File: src/rtl/median_filter_3x3_rgb_unit_defines.svh
// Assertion macros for the 3x3 RGB median filter.
// Included by the top level; no other dependencies.
`ifndef MEDIAN_FILTER_3X3_RGB_UNIT_DEFINES_SVH
`define MEDIAN_FILTER_3X3_RGB_UNIT_DEFINES_SVH

// same-cycle implication
`define MF3_ASSERT(lbl, clk, rstn, ante, cons, msg) \
  lbl: assert property (@(posedge clk) disable iff (!rstn) (ante) |-> (cons)) else $error(msg);

// next-cycle implication
`define MF3_ASSERT_NXT(lbl, clk, rstn, ante, cons, msg) \
  lbl: assert property (@(posedge clk) disable iff (!rstn) (ante) |=> (cons)) else $error(msg);

`endif

File: src/rtl/mf3_pkg.sv
// Shared types, constants and compare helpers for the 3x3 RGB median filter.
// No dependencies; used by every module of the block except mf3_ram.
`default_nettype none

package mf3_pkg;

  localparam int PIX_W          = 8;
  localparam int CFG_W          = 11;
  localparam int CFG_IDX_W      = 1;
  localparam int CFG_RESET      = 256;
  localparam int DEF_MAX_WIDTH  = 1024;
  localparam int DEF_MAX_HEIGHT = 1024;

  localparam logic [CFG_IDX_W-1:0] REG_IMAGE_WIDTH  = 1'b0;
  localparam logic [CFG_IDX_W-1:0] REG_IMAGE_HEIGHT = 1'b1;

  typedef logic [PIX_W-1:0] pix_t;

  typedef struct packed {
    logic func;
    pix_t red_in;
    pix_t green_in;
    pix_t blue_in;
  } in_req_t;

  typedef struct packed {
    pix_t red_out;
    pix_t green_out;
    pix_t blue_out;
    logic end_of_line;
    logic end_of_frame;
  } out_res_t;

  typedef struct packed {
    pix_t r;
    pix_t g;
    pix_t b;
  } rgb_t;

  // one window column: rows above, at and below the output row
  typedef struct packed {
    rgb_t top;
    rgb_t mid;
    rgb_t bot;
  } col_t;

  // line store word: two rows back and one row back
  typedef struct packed {
    rgb_t l2;
    rgb_t l1;
  } line_t;

  function automatic pix_t min2(pix_t a, pix_t b);
    return (a < b) ? a : b;
  endfunction

  function automatic pix_t max2(pix_t a, pix_t b);
    return (a < b) ? b : a;
  endfunction

  function automatic pix_t min3(pix_t a, pix_t b, pix_t c);
    return min2(min2(a, b), c);
  endfunction

  function automatic pix_t max3(pix_t a, pix_t b, pix_t c);
    return max2(max2(a, b), c);
  endfunction

  function automatic pix_t med3(pix_t a, pix_t b, pix_t c);
    return max2(min2(a, b), min2(max2(a, b), c));
  endfunction

endpackage

`default_nettype wire

File: src/rtl/mf3_lane.sv
// One channel lane: 3x3 median by column sort, then row min/med/max and a final median.
// Depends on mf3_pkg.
`default_nettype none

module mf3_lane (
  input  logic                   clk_i,
  input  logic                   ld_i,
  input  logic [8:0][7:0]        win_i,  // index 3*column + row, column 0 is left
  output mf3_pkg::pix_t          med_o
);

  mf3_pkg::pix_t lo_q [3];
  mf3_pkg::pix_t md_q [3];
  mf3_pkg::pix_t hi_q [3];

  always_ff @(posedge clk_i) begin
    if (ld_i) begin
      for (int c = 0; c < 3; c++) begin
        lo_q[c] <= mf3_pkg::min3(win_i[3*c], win_i[3*c+1], win_i[3*c+2]);
        md_q[c] <= mf3_pkg::med3(win_i[3*c], win_i[3*c+1], win_i[3*c+2]);
        hi_q[c] <= mf3_pkg::max3(win_i[3*c], win_i[3*c+1], win_i[3*c+2]);
      end
    end
  end

  assign med_o = mf3_pkg::med3(mf3_pkg::max3(lo_q[0], lo_q[1], lo_q[2]),
                               mf3_pkg::med3(md_q[0], md_q[1], md_q[2]),
                               mf3_pkg::min3(hi_q[0], hi_q[1], hi_q[2]));

endmodule

`default_nettype wire

File: config.mk
export PLATFORM = sky130hd
export DESIGN_NAME = mf3_lane
export DESIGN_NICKNAME = d
export VERILOG_FILES = /design/src/rtl/median_filter_3x3_rgb_unit_defines.svh /design/src/rtl/mf3_pkg.sv /design/src/rtl/mf3_lane.sv
export SDC_FILE = /design/constraint.sdc
export NUM_CORES = 1
export LEC_CHECK = 0
export BUFFER_PORTS_ARGS = -buffer_cell sky130_fd_sc_hd__clkbuf_2
export CORE_ASPECT_RATIO = 1.25
export CORE_MARGIN = 2
export CORE_UTILIZATION = 55
export DETAILED_ROUTE_END_ITERATION = 12
export GPL_ROUTABILITY_DRIVEN = 0
export MAX_ROUTING_LAYER = met4
export PLACE_DENSITY = 0.8
export SKIP_CTS_REPAIR_TIMING = 1
export SLEW_MARGIN = 20
export SYNTH_ARGS = -nofsm -noshare
export SYNTH_HDL_FRONTEND = slang
export SYNTH_SLANG_ARGS = --single-unit
export TNS_END_PERCENT = 5
File: constraint.sdc
create_clock -name clk_i -period 12.06 [get_ports clk_i]
set_input_delay 1.206 -clock clk_i [delete_from_list [all_inputs] [get_ports clk_i]]
set_output_delay 1.206 -clock clk_i [all_outputs]
set_load 0.01 [all_outputs]
==> Word level (Yosys, flattened, before mapping) <==
Memories as Yosys holds them, arrays and structs flattened.
Cells that the tools add are included.
{ "word_totals": {"ff_bits": 0, "ram_bits": 72, "input_bits": 74, "output_inout_bits": 8, "wordCells": 57, "n_memories": 3} }
{ "classes": {"order_cmp": 22, "n_mux": 32} }
{ "mem_list": {"columns": ["memory", "depth", "width", "rd", "rd_clocked_by_memory_dff", "wr", "line_no", "rtl"], "rows": [
  ["hi_q", 3, 8, 3, 0, 3, "mf3_lane.sv:14", "mf3_pkg::pix_t hi_q [3];"],
  ["lo_q", 3, 8, 3, 0, 3, "mf3_lane.sv:12", "mf3_pkg::pix_t lo_q [3];"],
  ["md_q", 3, 8, 3, 0, 3, "mf3_lane.sv:13", "mf3_pkg::pix_t md_q [3];"]
]} }
{ "ops": {"columns": ["operator", "n"], "rows": [
  ["8-bit 2-to-1 mux", 30],
  ["8-bit less-than comparator", 22],
  ["1-bit 2-to-1 mux", 2]
]} }

==> Logic depth before layout (Yosys ltp) <==
{ "logic_depth": {"word_depth": 12, "ltp_mapped": 48, "depth_no_buf": 44} }

==> Least setup slack after synthesis <==
Ideal clock, no wire load.
{ "synth_path": {"kind": "reg-to-output", "startpoint": "memory md_q[0][6] (netlist bit)", "endpoint": "output med_o[0]", "arrival_time_ps": 9918, "required_ps": 10854, "setup_slack_ps": 936, "path_stages_with_launch": 47, "path_buffers": 4, "cell_sequence": "edfxtp_1 -> ha_1 -> a21o_1 -> a221o_1 -> a21oi_4 -> clkbuf_1 -> clkbuf_1 -> clkbuf_1 -> mux2_2 -> ha_1 -> o21ai_1 -> a211o_1 -> a211o_1 -> o211ai_4 -> mux2i_1 -> ha_1 -> a21o_1 -> a21o_1 -> [11 not listed] -> nand2_1 -> a31oi_1 -> nand2_1 -> mux2i_1 -> ha_1 -> nand4_1 -> nor2_1 -> nor2_1 -> nand2_1 -> nor2_1 -> nor2_2 -> mux2i_1 -> ha_1 -> a21o_1 -> a211oi_1 -> nand3_1 -> o221ai_4 -> mux2i_1"} }
{ "synth_lines": {"columns": ["item", "line_no", "rtl"], "rows": [
  ["start, declared", "mf3_lane.sv:13", null],
  ["end, declared", "mf3_lane.sv:9", "output mf3_pkg::pix_t med_o"]
]} }

==> metrics.cfg <==
[route]
first_pass_iters = 5
ant_nets = 0
postRouteWirelength_mm = 22.2
wl_per_cell_um = 16.7
dr.first_iter.drc_count = 592
via_count = 7905
routed_via_density = 5.95
drc = 0

[die]
ios = 82
die_h_um = 147
start_util = 0.558
chipWidth_um = 118
rows = 52
dieArea_um2 = 17400
coreArea_um2 = 16100

[setup_path]
critPathArrivalTime_ps = 10260
critPathLaunchType = register
cp-end-kind = primary output
worst-setup-path-type = reg -> out
critPathMaxFanout = 12
path_common_cell = ha_1
cp_slowest_cell = a221o_1
max_stage_delay_ps = 440
crit_required_ps = 10850

[sta]
rsz0062_at_grt = false
slew_violations = 0
min_period_ps = 11470
hold_violations = 0
tightest_slew_ps = 1050
fmax_mhz = 87.2
slew_headroom = 0.284
fin_crit_sh = 0.951
setup_violations = 0

[synth]
synthFlopType = edfxtp_1
ys_ff_latch = 72
ys_types = 64
syn_inst = 1023
ys_warn_count = 0
synth-edff-count = 72
syn_area_per_cell_um2 = 8.80
syn_nets = 1248
synth-seq-area-share = 0.240
synthArstFlopShare = 0
synth_area_um2 = 9000

[final_layout]
final_cell_mix = ha_1 (151), inv_1 (142), o21ai_0 (98), nand2_1 (86), clkbuf_2 (81)
area_growth_pct = 12.0
final_common_cell = ha_1
stdcell_count = 1329
drive_above_1_share = 0.176
fill_cells = 1393
diodes = 0
layout.nets = 1334

[clock_tree]
root_buffer = clkbuf_16
cts_sinks = 72
cts_buffer_depth = 2
cts_tree = yes
htree_levels = 3
path_clk_slew_ps = 60
numCtsBuffers = 9

[global_route]
grtUsageTotal = 0.262
gr-total-overflow = 0
antenna_found_initial = 0
grt_max_degree = 73
grt_pass1_wl_mm = 36.1
grt_pass1_vias = 7525

[min_path]
hold_class = in -> reg

[status]
status = complete, no violations

[run]
maxCapViolCount = 0

[placement]
dp_hpwl_mm = 17.8
numPortBuffers = 81
placed_cells = 1299

==> synthesized netlist by cell type (all sizes together) (19+ instances only) <==
cell / instances / area, um^2
nand2b: 19 / 119
nand2: 87 / 327
o21ai: 102 / 510
clkbuf: 24 / 90.1
mux2i: 81 / 811
mux2: 50 / 563
a21oi: 55 / 287
a21o: 49 / 368
inv: 142 / 533
nor2: 54 / 205
ha: 151 / 1890
edfxtp: 72 / 2160
==> per-stage QoR <==
stage	hold slack (ps)	TNS, ps	setup WS [ps]	utilization	cell area, um^2
final	1230	0	591	0.625	10100
after CTS	1220	-712	-102	0.614	9910
after global placement	1570	0	516	0.596	9620
after global routing	1230	0	12.6	0.625	10100
after detailed placement	1560	0	320	0.596	9620
after floorplan	1320	0	936	-	9000
==> per-layer routing <==
metal | routed length (um) | vias up | track usage | part of all wire
li1 | - | 3912 | - | -
met1 | 9330 | 3694 | 0.313 | 0.42
met2 | 11000 | 249 | 0.455 | 0.50
met3 | 943 | 50 | 0.0198 | 0.042
met4 | 907 | 0 | 0.115 | 0.041
met5 | 0 | - | - | 0
==> registers in the layout (all words and copies together), names as in the netlist <==
name  cells
md_q     24
lo_q     24
hi_q     24
==> cells by family after synthesis <==
kind of cell             count (synthesis)  share of synthesized area
AO/OA/AOI/OAI                          275                      0.204
AND/OR/NAND/NOR                        220                      0.116
buffers and inverters                  168                     0.0702
adder cells (fa/ha/maj)                157                      0.217
multiplexers                           131                      0.153
flip-flops                              72                      0.240
==> path summary, 6_finish.rpt <==
path / slack (ps) / from / endpoint / depth (start not counted)
hold / removal: 1230 / win_i[71] / lo_q[0][23]$_DFFE_PP_ / 2
setup / recovery: 590 / md_q[0][6]$_DFFE_PP_ / med_o[5] / 43
==> critical path: cells and delay by family, from the launching register on <==
family,cells,cell delay [ps]
mux,5,1240
flops,1,420
fa+ha+maj,6,1920
buf+inv,3,490
compound gates,14,3320
simple gates,15,2530
==> area by class of cell <==
type | count | area, um^2 | share of cell area
Tap cell | 216 | 270 | 0.0268
Timing Repair Buffer | 99 | 553 | 0.0548
Sequential cell | 72 | 2160 | 0.214
Clock inverter | 6 | 68.8 | 0.00682
Inverter | 142 | 533 | 0.0529
Multi-Input combinational cell | 785 | 6270 | 0.622
Clock buffer | 9 | 225 | 0.0223
Power is left out: the tool's default activity adds up to more than one toggle a clock period on the data nets, which glitch-free logic cannot reach.
