`config.mk`:
```
export PLATFORM = sky130hd
export DESIGN_NAME = mf3_merge
export DESIGN_NICKNAME = d
export VERILOG_FILES = /design/src/rtl/median_filter_3x3_rgb_unit_defines.svh /design/src/rtl/mf3_pkg.sv /design/src/rtl/mf3_merge.sv
export SDC_FILE = /design/constraint.sdc
export NUM_CORES = 1
export LEC_CHECK = 0
export ABC_AREA = 1
export BUFFER_PORTS_ARGS = -buffer_cell sky130_fd_sc_hd__buf_2
export CORE_MARGIN = 3
export CORE_UTILIZATION = 42
export CTS_CLUSTER_DIAMETER = 80
export DETAILED_ROUTE_END_ITERATION = 10
export HOLD_SLACK_MARGIN = 0.05
export PLACE_DENSITY = 0.88
export SYNTH_ARGS = -nofsm -noshare
export SYNTH_HDL_FRONTEND = slang
export SYNTH_SLANG_ARGS = --single-unit
```
`constraint.sdc`:
```
create_clock -name clk_i -period 3.8 [get_ports clk_i]
set_clock_uncertainty 0.2 [all_clocks]
set_input_delay 0.57 -clock clk_i [delete_from_list [all_inputs] [get_ports clk_i]]
set_output_delay 0.57 -clock clk_i [all_outputs]
set_load 0.005 [all_outputs]
```
`src/rtl/median_filter_3x3_rgb_unit_defines.svh`:
```
// Assertion macros for the 3x3 RGB median filter.
// Included by the top level; no other dependencies.
`ifndef MEDIAN_FILTER_3X3_RGB_UNIT_DEFINES_SVH
`define MEDIAN_FILTER_3X3_RGB_UNIT_DEFINES_SVH

// same-cycle implication
`define MF3_ASSERT(lbl, clk, rstn, ante, cons, msg) \
  lbl: assert property (@(posedge clk) disable iff (!rstn) (ante) |-> (cons)) else $error(msg);

// next-cycle implication
`define MF3_ASSERT_NXT(lbl, clk, rstn, ante, cons, msg) \
  lbl: assert property (@(posedge clk) disable iff (!rstn) (ante) |=> (cons)) else $error(msg);

`endif

```
`src/rtl/mf3_pkg.sv`:
```
// Shared types, constants and compare helpers for the 3x3 RGB median filter.
// No dependencies; used by every module of the block except mf3_ram.
`default_nettype none

package mf3_pkg;

  localparam int PIX_W          = 8;
  localparam int CFG_W          = 11;
  localparam int CFG_IDX_W      = 1;
  localparam int CFG_RESET      = 256;
  localparam int DEF_MAX_WIDTH  = 1024;
  localparam int DEF_MAX_HEIGHT = 1024;

  localparam logic [CFG_IDX_W-1:0] REG_IMAGE_WIDTH  = 1'b0;
  localparam logic [CFG_IDX_W-1:0] REG_IMAGE_HEIGHT = 1'b1;

  typedef logic [PIX_W-1:0] pix_t;

  typedef struct packed {
    logic func;
    pix_t red_in;
    pix_t green_in;
    pix_t blue_in;
  } in_req_t;

  typedef struct packed {
    pix_t red_out;
    pix_t green_out;
    pix_t blue_out;
    logic end_of_line;
    logic end_of_frame;
  } out_res_t;

  typedef struct packed {
    pix_t r;
    pix_t g;
    pix_t b;
  } rgb_t;

  // one window column: rows above, at and below the output row
  typedef struct packed {
    rgb_t top;
    rgb_t mid;
    rgb_t bot;
  } col_t;

  // line store word: two rows back and one row back
  typedef struct packed {
    rgb_t l2;
    rgb_t l1;
  } line_t;

  function automatic pix_t min2(pix_t a, pix_t b);
    return (a < b) ? a : b;
  endfunction

  function automatic pix_t max2(pix_t a, pix_t b);
    return (a < b) ? b : a;
  endfunction

  function automatic pix_t min3(pix_t a, pix_t b, pix_t c);
    return min2(min2(a, b), c);
  endfunction

  function automatic pix_t max3(pix_t a, pix_t b, pix_t c);
    return max2(max2(a, b), c);
  endfunction

  function automatic pix_t med3(pix_t a, pix_t b, pix_t c);
    return max2(min2(a, b), min2(max2(a, b), c));
  endfunction

endpackage

`default_nettype wire

```
`src/rtl/mf3_merge.sv`:
```
// Merging stage: joins the three lane medians and the position flags into the result register.
// Depends on mf3_pkg.
`default_nettype none

module mf3_merge (
  input  logic              clk_i,
  input  logic              rst_ni,
  input  logic              valid_i,
  output logic              ready_o,
  input  mf3_pkg::rgb_t     med_i,
  input  logic              eol_i,
  input  logic              eof_i,
  output logic              valid_o,
  input  logic              ready_i,
  output mf3_pkg::out_res_t res_o
);

  logic              valid_q;
  mf3_pkg::out_res_t res_q;

  assign ready_o = !valid_q || ready_i;
  assign valid_o = valid_q;
  assign res_o   = res_q;

  always_ff @(posedge clk_i or negedge rst_ni) begin
    if (!rst_ni) begin
      valid_q <= 1'b0;
    end else if (ready_o) begin
      valid_q <= valid_i;
    end
  end

  always_ff @(posedge clk_i) begin
    if (ready_o && valid_i) begin
      res_q.red_out      <= med_i.r;
      res_q.green_out    <= med_i.g;
      res_q.blue_out     <= med_i.b;
      res_q.end_of_line  <= eol_i;
      res_q.end_of_frame <= eof_i;
    end
  end

endmodule

`default_nettype wire

```
### Yosys cells after proc, flatten, opt, wreduce, memory -nomap -nowiden

Index checks and enable logic that the tools add are counted.

* output and inout port bits: 28
* bits in read-only memories: 0
* bits of input ports: 30
* memories: 0
* bits in latches: 0
* register bits: 27
* bits in writable memories: 0

* bitwise logic cells: 0
* equal/unequal tests: 0
* $mul: 0
* reduce and logical (&&, ||, !) cells: 3
* add/subtract/negate cells: 0
* divide/modulo/power cells: 0
* shifts and indexed selects: 0
* $lt $le $gt $ge: 0
* multiplexer cells: 0

Operators with widths (count)
* $logic_and A1 B1 Y1: 1
* $logic_not A1 Y1: 1
* $logic_or A1 B1 Y1: 1

### Logic depth before layout (Yosys ltp)

* depth in word-level cells: 3
* mapped depth: 3
* gate-level depth less buffers: 3

### Least setup slack after synthesis

Ideal clock, no wire load.

* kind: input-to-reg
* start point: in valid_i
* end point: reg res_q (netlist bit res_o[0]) (enable)
* path buffers: 0
* library setup time: 0.418 ns
* arrival: 1.904 ns
* stages on the path: 2
* slack: 1.278 ns
* path through: inv_1 a21oi_1

* longest elaborated chain between the ends: 1

RTL lines
* start, declared: line mf3_merge.sv:8 `input logic valid_i,`
* $logic_and A1 B1 Y1: line mf3_merge.sv:34 `if (ready_o && valid_i) begin`
* end, declared: line mf3_merge.sv:19 `mf3_pkg::out_res_t res_q;`

Every way passes these cells.
A chain may end at the register's enable or synchronous reset.

### Worst setup path after layout

* start point: reg valid_q (netlist: valid_o)
* end point: out ready_o

* longest elaborated chain between the ends: 2

RTL lines
* start, declared: line mf3_merge.sv:18 `logic valid_q;`
* start signal, assigned: line mf3_merge.sv:29 `valid_q <= valid_i;`
* $logic_not A1 Y1: line mf3_merge.sv:21 `assign ready_o = !valid_q || ready_i;`
* $logic_or A1 B1 Y1: line mf3_merge.sv:21
* end, declared: line mf3_merge.sv:9 `output logic ready_o,`

Every way passes these cells.

==> implementation parameters <==
Parameter                              Value

Floorplan
  Die outline area    between 2000 and 3000 µm²
  Placeable core region    approximately 1800 µm²
  IO Count    58
  Die Width    around 50 µm
  Initial Utilization    0.4632
  Count of standard-cell rows    15
  Overall die height    about 50 µm

Timing
  Worst max-slew margin expressed relative to the limit    0.7926
  Ratio of final minimum period to clock period    0.4457
  Total setup violations reported at the end of the flow    0
  Pins over their slew limit    0
  Peak Freq    approximately 600 MHz
  RSZ-0062 raised after global routing    false
  Min setup slack post-route    between 2 and 2.5 ns
  Final number of hold-violating endpoints    0
  Crit path time final    between 1.5 and 2 ns
  Fin Setup TNS    0 ns
  Transition at the pin with the smallest max-transition slack    0.3111 ns

Worst setup path
  Required time of the worst setup path    just over 3 ns
  Maximum fanout along the worst path    3
  Data arrival, critical path    0.92 ns
  Setup slack on the worst flop-to-flop path    around 2.4 ns
  Crit path capture type    primary output
  Cell count of the worst reg-to-reg path    2
  Kind of launch point of the worst setup path    flop
  Cell breakdown of the critical path    nand2_1, buf_2
  FF-to-FF End    res_o[20]
  Master of the slowest instance on the critical path    sky130_fd_sc_hd__dfrtp_1
  Biggest cell delay along the critical path    0.42 ns
  Startpoint of the lowest-slack register-to-register path    valid_o
  Critical path class    flop to primary output

Yosys
  Syn_area_per_cell    approximately 26 µm²
  Summed instance area of the synthesized netlist    825.8 µm²
  Net count of the mapped netlist    62
  Total number of yosys warnings    0
  Share of synthesized area occupied by flip-flops and latches    0.9758
  Cell count after synthesis    32
  Number of distinct standard cells referenced by the synthesized netlist    5
  Flop and latch count out of synthesis    27

GRT
  Initial antenna violation count    0
  Vias in the first global route    ~470
  Pin count of the biggest net entering global routing    27
  Wire length of the first global-routing pass    between 2000 and 2500 µm
  GRT Total Usage    0.1164
  Total overflow reported by the global router    0

Layout
  Antenna cells    0
  Layout cells sized above 1    0.6526
  Final std cell area, no fill    around 1200 µm²
  Fin nets    roughly 130
  Number of inserted filler cells in the final layout    125
  Footprint of the multi-input gates    about 16 µm²
  Layout overhead on the synthesized area    44.09%
  Commonest cells after routing, fill and taps aside    57 x sky130_fd_sc_hd__buf_2, 26 x sky130_fd_sc_hd__edfxtp_1, 3 x sky130_fd_sc_hd__clkbuf_4, 2 x sky130_fd_sc_hd__inv_1, 2 x sky130_fd_sc_hd__nand2_1
  Most common library cell in the layout ignoring fill and taps    sky130_fd_sc_hd__buf_2
  Sequential cell area    805.8 µm²
  Post-route non-filler standard cell count    120

Drt
  Via count    a little over 500
  Drt first-iter violations    15
  Router iterations before antenna repair    3
  Top metal layer carrying routed signals    met4
  Wire length reported by the detailed router    1487 µm
  Routed length on met2    ~690 µm
  Wire length the detailed router placed on met1    601 µm
  Antenna Nets Post-Route    0
  Post-DR wirelength/cell    between 10 and 15 µm
  DRC violations left    0
  Routed length on met3    191 µm
  Via-to-Cell Ratio    about 4.2

Clock network
  Total clock buffers created by CTS    3
  Max clock buf depth    2
  Htree depth    1
  Number of buffers inserted by post-CTS setup repair    0
  Total clock sinks    27
  Clock latency on the worst-skew pair    ~0.3 ns
  Clock tree root buffer cell    sky130_fd_sc_hd__clkbuf_4
  Clock transition at the registers of the reported paths    around 0.12 ns
  CTS tree    done

Min path
  Terminating pin of the worst hold path    res_o[1]
  Path category of the worst min-delay check    input pin to flop
  Hold Startpoint    eol_i
  Hold-critical path depth    1

Placement
  Final weighted congestion of routability-driven global placement    roughly 0.64
  Detailed placer's ending HPWL    ~1200 µm
  Standard cell area after detailed placement    about 1200 µm²
  Worst slack, placed    between 2 and 2.5 ns
  Number of buffers inserted by port buffering    57
  Number of placed instances, taps included    approximately 120

Power and ir drop
  PwrDens    422.0 nW/µm²
  Maximum resistive drop on vdd    around 260 µV
  Leakage power    roughly 0.00052 µW
  Overall Power    502.1 µW

Run
  Max-cap viol count    0

Outcome
  Run status    completed
-- metrics by stage --
stage | hold WS [ns] | utilization
after floorplan | 0.07441 | -
after global placement | 0.1448 | 0.6470
after detailed placement | 0.1460 | 0.6470
after CTS | 0.2243 | 0.6674
after global routing | 0.2008 | 0.6674
final | 0.2349 | 0.6674
-- worst max-delay path by stage --
stage             from        to  slack [ns]  cells past startpoint
3_5_place_dp   ready_i   ready_o        2.10                      4
3_3_place_gp   ready_i   ready_o        2.11                      4
5_1_grt        valid_o   ready_o        2.01                      2
4_1_cts        valid_o   ready_o        2.09                      2
2_1_floorplan  valid_i  res_o[0]        1.28                      2
6_report       valid_o   ready_o        2.11                      2
-- final cells by class --
cell class	count	share of cell area
Sequential cell	27	0.6772
Timing Repair Buffer	59	0.2545
Tap cell	25	0.02629
Clock buffer	4	0.02208
Multi-Input combinational cell	3	0.01367
Inverter	2	0.006309
-- metal layers --
layer  track usage  vias up
met5             0        -
met4       0.04036        0
met3       0.03858        2
met2        0.1891       38
met1        0.1460      219
li1              -      248
-- cells in the mapped netlist --
cell                       instances  area share
sky130_fd_sc_hd__dfrtp_1           1       0.030
sky130_fd_sc_hd__nand2_1           2      0.0091
sky130_fd_sc_hd__inv_1             2      0.0091
sky130_fd_sc_hd__a21oi_1           1      0.0061
sky130_fd_sc_hd__edfxtp_1         26        0.95
-- kinds of logic (layout without fill, tap and decap cells) --
kind of cell           after synthesis  in the layout  share of synthesized area
DFF                                 27             27                     0.9758
and+or+nand+nor                      2              2                   0.009094
buffers and inverters                2             65                   0.009094
AOI/OAI and AO/OA                    1              1                   0.006055
-- worst max-delay path: cells and delay by family (launching register included) --
| family | cells | cell delay (ns) |
|---|---|---|
| buffers and inverters | 1 | 0.11 |
| DFF | 1 | 0.42 |
| and+or+nand+nor | 1 | 0.09 |
-- where the power goes --
group / switching (µW) / internal [µW] / leakage, µW
logic: 19.8 / 22.7 / 0.000250
clock network: 69.6 / 40.8 / 0.0000150
registers: 3.81 / 346 / 0.000258
-- state kept, by name (all words and copies together), names as in the netlist --
name     count
res_o       26
valid_o      1
-- what timing repair did --
action                                 4_1_cts  5_1_grt
endpoints found under the hold margin        1        0
hold buffers                                 1        0
gates resized for setup                      0        0
(Power assumes the default switching activity.)
